==> config.mk <==
export PLATFORM = sky130hd
export DESIGN_NAME = midi_to_cv_gate_port_core_flat
export DESIGN_NICKNAME = d
export VERILOG_FILES = /design/src/rtl/mtcv_pkg.sv /design/src/rtl/mtcv_req_if.sv /design/src/rtl/mtcv_rsp_if.sv /design/src/rtl/midi_to_cv_gate_port_core.sv /design/src/rtl/mtcv_port_calc.sv /design/src/flat_wrapper.sv
export SDC_FILE = /design/constraint.sdc
export NUM_CORES = 1
export LEC_CHECK = 0
export CORE_MARGIN = 4
export CORE_UTILIZATION = 30
export DETAILED_ROUTE_END_ITERATION = 10
export DONT_BUFFER_PORTS = 1
export SLEW_MARGIN = 0
export SYNTH_ARGS = -nofsm -noshare
export SYNTH_HDL_FRONTEND = slang
export SYNTH_SLANG_ARGS = --single-unit
==> constraint.sdc <==
create_clock -name clock -period 6.4 [get_ports clock]
set_input_delay 1.28 -clock clock [delete_from_list [all_inputs] [get_ports clock]]
set_output_delay 1.28 -clock clock [all_outputs]
set_load 0.03 [all_outputs]
==> src/rtl/mtcv_pkg.sv <==
package mtcv_pkg;

   // Message kinds
   localparam logic [3:0] KIND_NOTE_ON       = 4'd0;
   localparam logic [3:0] KIND_POLY_PRESSURE = 4'd1;
   localparam logic [3:0] KIND_CC            = 4'd2;
   localparam logic [3:0] KIND_CHAN_PRESSURE = 4'd3;
   localparam logic [3:0] KIND_BEND          = 4'd4;
   localparam logic [3:0] KIND_STOP          = 4'd5;
   localparam logic [3:0] KIND_START         = 4'd6;
   localparam logic [3:0] KIND_CONTINUE      = 4'd7;
   localparam logic [3:0] KIND_CLOCK         = 4'd8;

   // Request types
   localparam logic REQ_MIDI     = 1'b0;
   localparam logic REQ_END_NOTE = 1'b1;

   // Clock modes
   localparam logic [2:0] MODE_SYNC     = 3'd0;
   localparam logic [2:0] MODE_GATE     = 3'd1;
   localparam logic [2:0] MODE_TRIG_STA = 3'd2;
   localparam logic [2:0] MODE_TRIG_CON = 3'd3;
   localparam logic [2:0] MODE_TRIG_STP = 3'd4;

   // Status codes
   localparam logic [1:0] ST_ACTIVE     = 2'd0;
   localparam logic [1:0] ST_ACTIVE_CC  = 2'd1;
   localparam logic [1:0] ST_ACTIVE_CLK = 2'd2;
   localparam logic [1:0] ST_INACTIVE   = 2'd3;

   // Register indexes
   localparam logic [1:0] CSR_TRANSPORT_MODE = 2'd0;
   localparam logic [1:0] CSR_PULSE_RATE     = 2'd1;
   localparam logic [1:0] CSR_VELOCITY       = 2'd2;
   localparam logic [1:0] CSR_PORT_ID        = 2'd3;

   localparam int CSR_DATA_W = 8;

   localparam logic [7:0] NOTE_NONE       = 8'd255;
   localparam logic [7:0] NOTE_MIDDLE     = 8'd60;
   localparam logic [7:0] RATE_RESET      = 8'd24;
   localparam logic [7:0] TICK_GATE_LOW   = 8'd5;
   localparam logic [7:0] TICK_GATE_HIGH  = 8'd1;
   localparam logic [15:0] CC_GATE_THRESH = 16'd64;

   typedef struct packed {
      logic [2:0] transport_mode;
      logic [7:0] ticks_per_pulse;
      logic       velocity_output;
      logic [2:0] port_id;
   } cfg_type;

   typedef struct packed {
      logic [7:0] held_note;
      logic [7:0] tick_count;
      logic       gate_state;
   } state_type;

   typedef struct packed {
      logic       req_type;
      logic [3:0] msg_kind;
      logic [7:0] data_first;
      logic [7:0] data_second;
   } req_item_type;

   typedef struct packed {
      logic              dac_write;
      logic signed [15:0] dac_level;
      logic              gate_write;
      logic              gate_level;
      logic              status_valid;
      logic [1:0]        status_code;
      logic [2:0]        status_port;
      logic [7:0]        status_note;
   } rsp_item_type;

endpackage

==> src/rtl/mtcv_req_if.sv <==
interface mtcv_req_if;
   logic       valid;
   logic       ready;
   logic       req_type;
   logic [3:0] msg_kind;
   logic [7:0] data_first;
   logic [7:0] data_second;

   modport source (output valid, req_type, msg_kind, data_first, data_second, input ready);
   modport sink (input valid, req_type, msg_kind, data_first, data_second, output ready);
endinterface

==> src/rtl/mtcv_rsp_if.sv <==
interface mtcv_rsp_if;
   logic              valid;
   logic              ready;
   logic              dac_write;
   logic signed [15:0] dac_level;
   logic              gate_write;
   logic              gate_level;
   logic              status_valid;
   logic [1:0]        status_code;
   logic [2:0]        status_port;
   logic [7:0]        status_note;

   modport source (output valid, dac_write, dac_level, gate_write, gate_level,
                   status_valid, status_code, status_port, status_note, input ready);
   modport sink (input valid, dac_write, dac_level, gate_write, gate_level,
                 status_valid, status_code, status_port, status_note, output ready);
endinterface

==> src/rtl/midi_to_cv_gate_port_core.sv <==
// Path: a transaction accepted into the input register moves on to the result register,
// where it is offered (input register, then result register); it is held back while
// the result side stalls. Throughput: one transaction per cycle unless the result side
// stalls; the decode is a single short pass.
// Reset (synchronous, active high): no note held, tick count and gate low,
// registers back to sync mode, rate 24, pitch output, port 0; both stages empty.
module midi_to_cv_gate_port_core (
   input  logic                                  clock,
   input  logic                                  reset,
   mtcv_req_if.sink                              req_chan,
   mtcv_rsp_if.source                            rsp_chan,
   input  logic                                  csr_we,
   input  logic [1:0]                            csr_index,
   input  logic [mtcv_pkg::CSR_DATA_W-1:0]       csr_wdata
);
   import mtcv_pkg::*;

   cfg_type      cfg_ff;
   state_type    state_ff;
   state_type    state_in;
   logic         s1_valid_ff;
   req_item_type s1_item_ff;
   logic         rsp_valid_ff;
   rsp_item_type rsp_item_ff;
   rsp_item_type rsp_item_in;
   logic         rsp_free;
   logic         s1_advance;
   logic         req_accept;

   // Handshake: stage one moves on when the result register is free
   assign rsp_free      = !rsp_valid_ff || rsp_chan.ready;
   assign s1_advance    = s1_valid_ff && rsp_free;
   assign req_chan.ready = !s1_valid_ff || rsp_free;
   assign req_accept    = req_chan.valid && req_chan.ready;

   // Configuration registers
   always_ff @(posedge clock) begin
      if (reset) begin
         cfg_ff.transport_mode  <= MODE_SYNC;
         cfg_ff.ticks_per_pulse <= RATE_RESET;
         cfg_ff.velocity_output <= 1'b0;
         cfg_ff.port_id         <= 3'd0;
      end else if (csr_we) begin
         unique case (csr_index)
            CSR_TRANSPORT_MODE: cfg_ff.transport_mode  <= csr_wdata[2:0];
            CSR_PULSE_RATE:     cfg_ff.ticks_per_pulse <= csr_wdata[7:0];
            CSR_VELOCITY:       cfg_ff.velocity_output <= csr_wdata[0];
            CSR_PORT_ID:        cfg_ff.port_id         <= csr_wdata[2:0];
         endcase
      end
   end

   // Input register
   always_ff @(posedge clock) begin
      if (reset) begin
         s1_valid_ff <= 1'b0;
      end else if (req_chan.ready) begin
         s1_valid_ff <= req_chan.valid;
      end
   end

   always_ff @(posedge clock) begin
      if (req_accept) begin
         s1_item_ff.req_type    <= req_chan.req_type;
         s1_item_ff.msg_kind    <= req_chan.msg_kind;
         s1_item_ff.data_first  <= req_chan.data_first;
         s1_item_ff.data_second <= req_chan.data_second;
      end
   end

   mtcv_port_calc u_calc (
      .cfg        (cfg_ff),
      .state      (state_ff),
      .item       (s1_item_ff),
      .state_next (state_in),
      .result     (rsp_item_in)
   );

   // Port state advances with each transaction leaving stage one
   always_ff @(posedge clock) begin
      if (reset) begin
         state_ff.held_note  <= NOTE_NONE;
         state_ff.tick_count <= 8'd0;
         state_ff.gate_state <= 1'b0;
      end else if (s1_advance) begin
         state_ff <= state_in;
      end
   end

   // Result register
   always_ff @(posedge clock) begin
      if (reset) begin
         rsp_valid_ff <= 1'b0;
      end else if (rsp_free) begin
         rsp_valid_ff <= s1_valid_ff;
      end
   end

   always_ff @(posedge clock) begin
      if (s1_advance) begin
         rsp_item_ff <= rsp_item_in;
      end
   end

   assign rsp_chan.valid        = rsp_valid_ff;
   assign rsp_chan.dac_write    = rsp_item_ff.dac_write;
   assign rsp_chan.dac_level    = rsp_item_ff.dac_level;
   assign rsp_chan.gate_write   = rsp_item_ff.gate_write;
   assign rsp_chan.gate_level   = rsp_item_ff.gate_level;
   assign rsp_chan.status_valid = rsp_item_ff.status_valid;
   assign rsp_chan.status_code  = rsp_item_ff.status_code;
   assign rsp_chan.status_port  = rsp_item_ff.status_port;
   assign rsp_chan.status_note  = rsp_item_ff.status_note;

endmodule

==> src/rtl/mtcv_port_calc.sv <==
module mtcv_port_calc (
   input  mtcv_pkg::cfg_type      cfg,
   input  mtcv_pkg::state_type    state,
   input  mtcv_pkg::req_item_type item,
   output mtcv_pkg::state_type    state_next,
   output mtcv_pkg::rsp_item_type result
);
   import mtcv_pkg::*;

   // Pitch level: signed semitone offset from the middle note times 544
   function automatic logic [15:0] pitch_level(input logic [7:0] note);
      logic [7:0]  diff;
      logic [15:0] ext;
      diff = note - NOTE_MIDDLE;
      ext  = {{8{diff[7]}}, diff};
      return (ext << 9) + (ext << 5);
   endfunction

   logic               dac_en;
   logic               gate_en;
   logic               stat_en;
   logic [15:0]        level;
   logic               gate_val;
   logic [1:0]         code;
   logic [7:0]         tick_inc;
   logic [15:0]        cc_word;
   logic signed [24:0] bend_ext;
   logic signed [24:0] bend_prod;
   logic signed [24:0] bend_bias;
   logic signed [24:0] bend_quot;
   logic [15:0]        bend_off4;

   // Bend offset: value * 272 / 8192, truncated toward zero, then times 4
   always_comb begin
      bend_ext  = {{9{item.data_first[7]}}, item.data_first, item.data_second};
      bend_prod = (bend_ext <<< 8) + (bend_ext <<< 4);
      bend_bias = bend_prod[24] ? 25'sd8191 : 25'sd0;
      bend_quot = (bend_prod + bend_bias) >>> 13;
      bend_off4 = {bend_quot[13:0], 2'b00};
   end

   assign tick_inc = state.tick_count + 8'd1;
   assign cc_word  = {1'b0, item.data_first, 7'b0} + {8'b0, item.data_second};

   // Decode one item against the current state
   always_comb begin
      dac_en     = 1'b1;
      gate_en    = 1'b1;
      stat_en    = 1'b1;
      level      = 16'd0;
      gate_val   = 1'b1;
      code       = ST_ACTIVE;
      state_next = state;

      if (item.req_type == REQ_END_NOTE) begin
         state_next.held_note = NOTE_NONE;
         dac_en               = 1'b0;
         gate_val             = 1'b0;
         code                 = ST_INACTIVE;
      end else begin
         unique case (item.msg_kind)
            KIND_NOTE_ON: begin
               state_next.held_note = item.data_first;
               if (cfg.velocity_output) begin
                  level = {5'b0, item.data_second, 3'b0};
               end else begin
                  level = pitch_level(item.data_first);
               end
            end
            KIND_POLY_PRESSURE: begin
               level   = {5'b0, item.data_second, 3'b0};
               gate_en = 1'b0;
            end
            KIND_CC: begin
               level    = {cc_word[14:0], 1'b0};
               gate_val = (cc_word >= CC_GATE_THRESH);
               code     = ST_ACTIVE_CC;
            end
            KIND_CHAN_PRESSURE: begin
               level   = {5'b0, item.data_first, 3'b0};
               gate_en = 1'b0;
            end
            KIND_BEND: begin
               gate_en = 1'b0;
               if (state.held_note != NOTE_NONE) begin
                  level = pitch_level(state.held_note) + bend_off4;
               end else begin
                  level = bend_off4;
               end
            end
            KIND_STOP: begin
               dac_en = 1'b0;
               if (cfg.transport_mode == MODE_TRIG_STP) begin
                  code = ST_ACTIVE_CLK;
               end else begin
                  code     = ST_INACTIVE;
                  gate_val = 1'b0;
               end
            end
            KIND_START, KIND_CONTINUE: begin
               dac_en = 1'b0;
               priority if (item.msg_kind == KIND_START &&
                            cfg.transport_mode == MODE_TRIG_STA) begin
                  code = ST_ACTIVE_CLK;
               end else if (item.msg_kind == KIND_START &&
                            cfg.transport_mode > MODE_GATE) begin
                  code     = ST_INACTIVE;
                  gate_val = 1'b0;
               end else if (cfg.transport_mode == MODE_SYNC) begin
                  state_next.tick_count = 8'd0;
                  code                  = ST_INACTIVE;
                  gate_val              = 1'b0;
               end else if (cfg.transport_mode == MODE_GATE ||
                            cfg.transport_mode == MODE_TRIG_CON) begin
                  code = ST_ACTIVE_CLK;
               end else begin
                  code     = ST_INACTIVE;
                  gate_val = 1'b0;
               end
            end
            KIND_CLOCK: begin
               dac_en = 1'b0;
               if (cfg.transport_mode != MODE_SYNC) begin
                  gate_en = 1'b0;
                  stat_en = 1'b0;
               end else begin
                  code                  = ST_ACTIVE_CLK;
                  state_next.tick_count = tick_inc;
                  priority if (tick_inc >= cfg.ticks_per_pulse) begin
                     state_next.tick_count = 8'd0;
                  end else if (tick_inc == TICK_GATE_LOW) begin
                     gate_val = 1'b0;
                     code     = ST_INACTIVE;
                  end else if (tick_inc == TICK_GATE_HIGH) begin
                     gate_val = 1'b1;
                  end else begin
                     gate_en = 1'b0;
                     stat_en = 1'b0;
                  end
               end
            end
            default: begin
               // Unhandled kinds: DAC to zero, gate high, plain active report
               level = 16'd0;
            end
         endcase
      end

      if (gate_en) begin
         state_next.gate_state = gate_val;
      end
   end

   // Assemble the result, zeroing the DAC and report fields that are not written
   always_comb begin
      result.dac_write    = dac_en;
      result.dac_level    = dac_en ? level : 16'd0;
      result.gate_write   = gate_en;
      result.gate_level   = state_next.gate_state;
      result.status_valid = stat_en;
      result.status_code  = stat_en ? code : ST_ACTIVE;
      result.status_port  = stat_en ? cfg.port_id : 3'd0;
      result.status_note  = stat_en ? state_next.held_note : 8'd0;
   end

endmodule

==> src/flat_wrapper.sv <==
// flat-port wrapper written by rule: the top's interface ports become plain ports
module midi_to_cv_gate_port_core_flat import mtcv_pkg::*;
  (clock, reset, csr_we, csr_index, csr_wdata, req_chan_valid, req_chan_req_type, req_chan_msg_kind, req_chan_data_first, req_chan_data_second, req_chan_ready, rsp_chan_valid, rsp_chan_dac_write, rsp_chan_dac_level, rsp_chan_gate_write, rsp_chan_gate_level, rsp_chan_status_valid, rsp_chan_status_code, rsp_chan_status_port, rsp_chan_status_note, rsp_chan_ready);
  mtcv_req_if req_chan_i ();
  mtcv_rsp_if rsp_chan_i ();
  input  logic clock;
  input  logic reset;
  input  logic csr_we;
  input  logic [1:0] csr_index;
  input  logic [mtcv_pkg::CSR_DATA_W-1:0] csr_wdata;
  input wire logic [$bits(req_chan_i.valid)-1:0] req_chan_valid;
  input wire logic [$bits(req_chan_i.req_type)-1:0] req_chan_req_type;
  input wire logic [$bits(req_chan_i.msg_kind)-1:0] req_chan_msg_kind;
  input wire logic [$bits(req_chan_i.data_first)-1:0] req_chan_data_first;
  input wire logic [$bits(req_chan_i.data_second)-1:0] req_chan_data_second;
  output wire logic [$bits(req_chan_i.ready)-1:0] req_chan_ready;
  output wire logic [$bits(rsp_chan_i.valid)-1:0] rsp_chan_valid;
  output wire logic [$bits(rsp_chan_i.dac_write)-1:0] rsp_chan_dac_write;
  output wire logic [$bits(rsp_chan_i.dac_level)-1:0] rsp_chan_dac_level;
  output wire logic [$bits(rsp_chan_i.gate_write)-1:0] rsp_chan_gate_write;
  output wire logic [$bits(rsp_chan_i.gate_level)-1:0] rsp_chan_gate_level;
  output wire logic [$bits(rsp_chan_i.status_valid)-1:0] rsp_chan_status_valid;
  output wire logic [$bits(rsp_chan_i.status_code)-1:0] rsp_chan_status_code;
  output wire logic [$bits(rsp_chan_i.status_port)-1:0] rsp_chan_status_port;
  output wire logic [$bits(rsp_chan_i.status_note)-1:0] rsp_chan_status_note;
  input wire logic [$bits(rsp_chan_i.ready)-1:0] rsp_chan_ready;
  assign req_chan_i.valid = req_chan_valid;
  assign req_chan_i.req_type = req_chan_req_type;
  assign req_chan_i.msg_kind = req_chan_msg_kind;
  assign req_chan_i.data_first = req_chan_data_first;
  assign req_chan_i.data_second = req_chan_data_second;
  assign req_chan_ready = req_chan_i.ready;
  assign rsp_chan_valid = rsp_chan_i.valid;
  assign rsp_chan_dac_write = rsp_chan_i.dac_write;
  assign rsp_chan_dac_level = rsp_chan_i.dac_level;
  assign rsp_chan_gate_write = rsp_chan_i.gate_write;
  assign rsp_chan_gate_level = rsp_chan_i.gate_level;
  assign rsp_chan_status_valid = rsp_chan_i.status_valid;
  assign rsp_chan_status_code = rsp_chan_i.status_code;
  assign rsp_chan_status_port = rsp_chan_i.status_port;
  assign rsp_chan_status_note = rsp_chan_i.status_note;
  assign rsp_chan_i.ready = rsp_chan_ready;
  midi_to_cv_gate_port_core u_core (.clock(clock), .reset(reset), .req_chan(req_chan_i), .rsp_chan(rsp_chan_i), .csr_we(csr_we), .csr_index(csr_index), .csr_wdata(csr_wdata));
endmodule
; ---- Word-level counts from Yosys, hierarchy flattened
; Index checks and enable logic that the tools add are counted.
[word_totals]
ff_bits = 88
out_inout_bits = 35
[op_classes]
muxes = 43
order_cmp = 3
bitwise = 2
n_reduce_logical = 23
addsub = 9
n_eq_ne = 22
[op_table]
columns = operator, count
row1 = one-hot mux 16 bit (5 select lines), 1
row2 = 2-to-1 mux 8 bit, 7
row3 = adder 16 bit, 3
row4 = 2-to-1 mux 16 bit, 2
row5 = 2-to-1 mux 1 bit, 26
row6 = adder 24 x 20 -> 25 bit, 1
row7 = adder 25 x 14 -> 25 bit, 1
row8 = adder 15 x 8 -> 16 bit, 1
row9 = "== test 4 x 3 -> 1 bit, second input constant", 4
row10 = ">= comparator 16 x 7 -> 1 bit, second input constant", 1
row11 = one-hot mux 8 bit (2 select lines), 1
row12 = "subtractor 8 x 6 -> 8 bit, second input constant", 2
row13 = 2-to-1 mux 13 bit, 1
row14 = "adder 8 x 1 -> 8 bit, second input constant", 1
row15 = "== test 4 x 2 -> 1 bit, second input constant", 2
row16 = "== test 8 x 1 -> 1 bit, second input constant", 1
row17 = "== test 8 x 3 -> 1 bit, second input constant", 1
row18 = >= comparator 8 bit, 1
row19 = "!= test 2 bit, second input constant", 4
row20 = "!= test 8 bit, second input constant", 1
row21 = one-hot mux 2 bit (4 select lines), 1
row22 = AND reduction 2 bit, 4
row23 = AND reduction 7 bit, 1
row24 = "== test 3 x 2 -> 1 bit, second input constant", 2
row25 = 22 further kinds, 32

; ---- Longest topological paths before layout
[logic_depth]
ltp_word = 9
ltp_mapped = 27
ltp_nobuf = 26

; ---- Cells and area by module
; From an unflattened synthesis, not the netlist that was laid out.
[hier_totals]
hier_cells = 752
area_unflattened_um2 = 6845.3
[by_module_without_submodules]
columns = module, instances, seq_area_each_um2, cells_per_inst, area_each_um2
row1 = mtcv_port_calc, 1, 0.0, 560, 3851.2
row2 = midi_to_cv_gate_port_core, 1, 2302.2, 192, 2994.1

; ---- Worst setup path after synthesis
; No wires, ideal clock.
[synth_timing]
path_kind = reg2reg
startpoint = reg u_core.s1_item_ff[0] in the netlist's numbering
endpoint = reg u_core.rsp_item_ff, in the netlist u_core.rsp_chan.dac_level[15] (data pin)
setup_time_ns = 0.169
slack_ns = 0.947
n_path_buf = 0
period_less_slack_ns = 5.453
stages_incl_launch_ff = 24
t_arrival_ns = 5.284
path_cell_list = edfxtp_1 ha_1 fa_1 a21o_1 a21oi_1 xnor2_1 ha_1 a21oi_1 a21oi_1 and4b_1 and3_1 nand3_1 xnor2_1 fa_1 ha_1 nand3_1 o2111a_1 o41ai_1 xnor2_1 nand2_1 or4_1 a21oi_1 nor4_2 o31ai_1
[synth_between]
elab_chain_cells = 6
[synth_lines]
columns = item, line
row1 = "start, declared", midi_to_cv_gate_port_core.sv:22  ; req_item_type s1_item_ff;
row2 = adder 24 x 20 -> 25 bit, mtcv_port_calc.sv:36  ; bend_prod = (bend_ext <<< 8) + (bend_ext <<< 4);
row3 = 2-to-1 mux 13 bit, mtcv_port_calc.sv:37  ; bend_bias = bend_prod[24] ? 25'sd8191 : 25'sd0;
row4 = adder 25 x 14 -> 25 bit, mtcv_port_calc.sv:38  ; bend_quot = (bend_prod + bend_bias) >>> 13;
row5 = adder 16 bit, mtcv_port_calc.sv:86  ; level = pitch_level(state.held_note) + bend_off4;
row6 = 2-to-1 mux 16 bit, mtcv_port_calc.sv:85  ; if (state.held_note != NOTE_NONE) begin
row7 = one-hot mux 16 bit (5 select lines) *, mtcv_port_calc.sv:61  ; unique case (item.msg_kind)
row8 = "end signal, assigned", midi_to_cv_gate_port_core.sv:101  ; rsp_item_ff <= rsp_item_in;
row9 = "end, declared", midi_to_cv_gate_port_core.sv:24  ; rsp_item_type rsp_item_ff;
; Mark *: on every way between the ends. The rest lies on a longest branch, timed or not.
; A chain may end at the register's enable or synchronous reset.

; ---- Worst setup path in the final report
; Ends and elaborated chain as after synthesis.

==> impl_results.md <==
- Critical-path top delay cell: o41ai_1
- Overall routing resource usage: 0.144
- Critical path fanouts, max: 5
- R2r startpoint: u_core.s1_item_ff[0]
- R2R Setup Slk: roughly 0.34 ns
- Layout cell share with drive strength beyond 1: 0.0572
- Largest stage delay on the critical path: around 0.48 ns
- Fillers: between 2000 and 2500
- HPWL after DPL: 13000 um
- Hold path depth: 2
- Synthesized Nets: 804
- Area Growth Syn to Fin: 9.28%
- Setup Skew: about 0.0083 ns
- Total global routing overflow: 0
- Simple-Gate Fraction of Synth Area: 0.190
- Fmax: approximately 160 MHz
- Pwr Density: 230 mW/mm2
- Quantity of I/O buffers inserted on ports: 0
- Count of cell types in the netlist: 73
- Initial Util: 0.305
- #FFs+latches synth: 87
- Peak supply drop: 0.000154 V
- Synth Area per Inst: 9.11 um2
- CTS Hold Buffers Added: 0
- Net switching power: 545 uW
- Mux cell area share after synthesis: 0.0191
- Ys async rst share: 0
- Clock period minus worst slack: 6.06 ns
- Synth Area in Adders: 0.137
- Synthesis Warnings: 0
- Placed inst area: 0.00670 mm2
- Post-Synthesis Cells: about 700
- Largest net degree at the start of global routing: 34
- Drt pass-1 iters: 5
- Initial DRC count: 348
- Root Buffer Master: clkbuf_16
- Largest family of logic cells by synthesized area: simple AND/OR/NAND/NOR gates
- Final wirelength: 16900 um
- Xor/xnor cell area share of the yosys netlist: 0.0732
- Fin util: 0.333
- Die Width: 154 um
- Hold Slack: 0.456 ns
- Routability cong.: 0.891
- Die area: 0.0238 mm2
- Worst r2r path cells: 21
- Post_cts resized: 0
- Compound-cell area share of the yosys netlist: 0.184
- Fin. max-slew vios: 0
- RR Endpoint: u_core.rsp_chan.dac_level[15]
- Clk_lat worst skew: 0.35 ns
- Setup violators final: 0
- IO Pins: 71
- Placeable Area: 0.0210 mm2
- Combinational power share: 0.259
- Crit path launch: u_core.s1_item_ff[0]
- Htree depth: 3
- Leak: 2.63 nW
- WP data arrival: 6.25 ns
- Initial antenna violation count: 0
- Pre-CTS worst setup slack: 0.330 ns
- Residual DRC: 0
- EDFF count, synth: 53
- Avg WL per Cell: about 17 um
- Slew @ Worst Pin: 0.969 ns
- Internal: 1.06 mW
- Vias: roughly 5200
- Post-synthesis sequential area ratio: 0.355
- Critical Path Sink Type: register
- Final Cell Area: 0.00700 mm2
- Row count: 53
- Status: finished, final reports clean
- Sequential Power Share: 0.408
- TritonCTS Sinks: 87
- Switching fraction of total power: 0.339
- Buffer count from post-CTS setup fixing: 0
- Cells along the critical path: ha_1 > fa_1 > a211oi_1 > o21a_1 > or2_1 > or4b_1 > o221ai_2 > and3_1 > nand3_1 > xnor2_1 > fa_1 > ha_1 > nand3_1 > o2111a_1 > o41ai_1 > xnor2_1 > nand2_1 > or4_1 > a21oi_1 > nor4_2 > o31ai_1
- Detail Route Antenna Nets: 0
- Worst hold path type: reg2reg
- Hold_sp: u_core.cfg_ff[9]
- Crit path required time: 6.59 ns
- First-pass GRT wire length: ~28000 um
- Prevailing post-synth register cell: edfxtp_1
- TritonCTS Buffers: 9
- Final Hold Viols: 0
- Max Cap Viol: 0
- Power share of the clock group: 0.332
- Nets: 795
- Routed vias/inst: 5.37
- Final Cycle Share: 0.948
- N_diodes: 0
- Die height: 154 um
- CTS Buffer Depth: 2
- Setup TNS: 0 ns
- Worst relative slew slack: 0.354
- Crit path kind: reg2reg
- Final WS setup: 0.335 ns
- Reg clk slew, reported paths: 0.07 ns
- Cell Area, Synth: 0.00641 mm2
- TritonCTS clock tree: yes
- Hold Path Sink: u_core.cfg_ff[9]
- Vias in the first global route: 5098
- RSZ-0062 raised after global routing: false
- Critical Path Start Type: register
cells in the final DEF, fill, tap and decap left out, types with 12 or more instances in the layout:
cell type  count
a211oi_1      13
a21oi_1       46
dfxtp_1       34
edfxtp_1      53
ha_1          56
inv_1         35
nand2_1       67
nand2b_1      12
nand3_1       22
nor2_1        65
nor2b_1       15
nor3_1        13
o21ai_0       25
o22ai_1       13
xnor2_1       29
xor2_1        22
registers in the layout, summed over array words and instances (netlist names):
name / cells
u_core.cfg_ff: 15
u_core.rsp_chan.dac_level: 15
u_core.rsp_chan.dac_write: 1
u_core.rsp_chan.gate_level: 1
u_core.rsp_chan.gate_write: 1
u_core.rsp_chan.status_code: 2
u_core.rsp_chan.status_note: 8
u_core.rsp_chan.status_port: 3
u_core.rsp_chan.status_valid: 1
u_core.rsp_chan.valid: 1
u_core.s1_item_ff: 21
u_core.s1_valid_ff: 1
u_core.state_ff: 17
cells by family after synthesis:
kind of cell	after synthesis
buf+inv	64
simple gates	247
mux	12
fa+ha+maj	65
compound gates	175
flops	87
other cells	1
xor+xnor	52
cell usage after synthesis, types with 13 or more instances:
| cell type | instances | area share |
|---|---|---|
| nand2_1 | 67 | 0.039 |
| nor2_1 | 65 | 0.038 |
| ha_1 | 56 | 0.11 |
| edfxtp_1 | 53 | 0.25 |
| a21oi_1 | 47 | 0.037 |
| inv_1 | 35 | 0.021 |
| dfxtp_1 | 34 | 0.11 |
| xnor2_1 | 29 | 0.040 |
| o21ai_0 | 25 | 0.020 |
| clkbuf_1 | 23 | 0.013 |
| nand3_1 | 22 | 0.017 |
| xor2_1 | 22 | 0.030 |
| nor2b_1 | 15 | 0.015 |
| a211oi_1 | 13 | 0.015 |
| nor3_1 | 13 | 0.010 |
| o22ai_1 | 13 | 0.013 |
area by class of cell:
type | instances | area (um2) | share of cell area
inverters | 35 | 131 | 0.0188
repair buffers | 9 | 67.6 | 0.00965
well taps | 275 | 344 | 0.0491
multi-input cells | 552 | 3890 | 0.556
clock inverters | 7 | 70.1 | 0.0100
flip-flops and latches | 87 | 2270 | 0.325
clock buffers | 9 | 225 | 0.0322
critical path: cells and delay by family (launching register included):
kind / cells / cell delay [ns]
compound gates: 7 / 1.64
fa+ha+maj: 4 / 1.55
xor+xnor: 2 / 0.45
flops: 1 / 0.47
simple gates: 8 / 1.79
worst max-delay path by stage:
stage / to
3_5_place_dp: u_core.rsp_chan.dac_level[15]
5_1_grt: u_core.rsp_chan.dac_level[15]
4_1_cts: u_core.rsp_chan.dac_level[15]
3_3_place_gp: u_core.rsp_chan.dac_level[15]
6_report: u_core.rsp_chan.dac_level[15]
2_1_floorplan: u_core.rsp_chan.dac_level[15]
power by group through the flow:
| stage | registers [mW] | clock network (mW) | logic [mW] |
|---|---|---|---|
| after floorplan | 0.655 | 0 | 0.331 |
| after global placement | 0.669 | 0 | 0.407 |
| after detailed placement | 0.669 | 0 | 0.407 |
| after CTS | 0.657 | 0.553 | 0.411 |
| after global routing | 0.659 | 0.578 | 0.469 |
| final | 0.656 | 0.535 | 0.417 |
metal layers:
metal  share of wire  track usage  vias up
li1                -            -     2581
met1            0.46        0.200     2449
met2            0.46        0.223      175
met3           0.060       0.0321       28
met4           0.021       0.0471        0
met5               0            0        -
metrics by stage:
stage | instances | power, mW
2_1_floorplan | 703 | 0.986
3_3_place_gp | 958 | 1.08
3_5_place_dp | 958 | 1.08
4_1_cts | 974 | 1.62
5_1_grt | 974 | 1.71
6_report | 974 | 1.61
No activity file was read; power rests on OpenSTA's default activity.
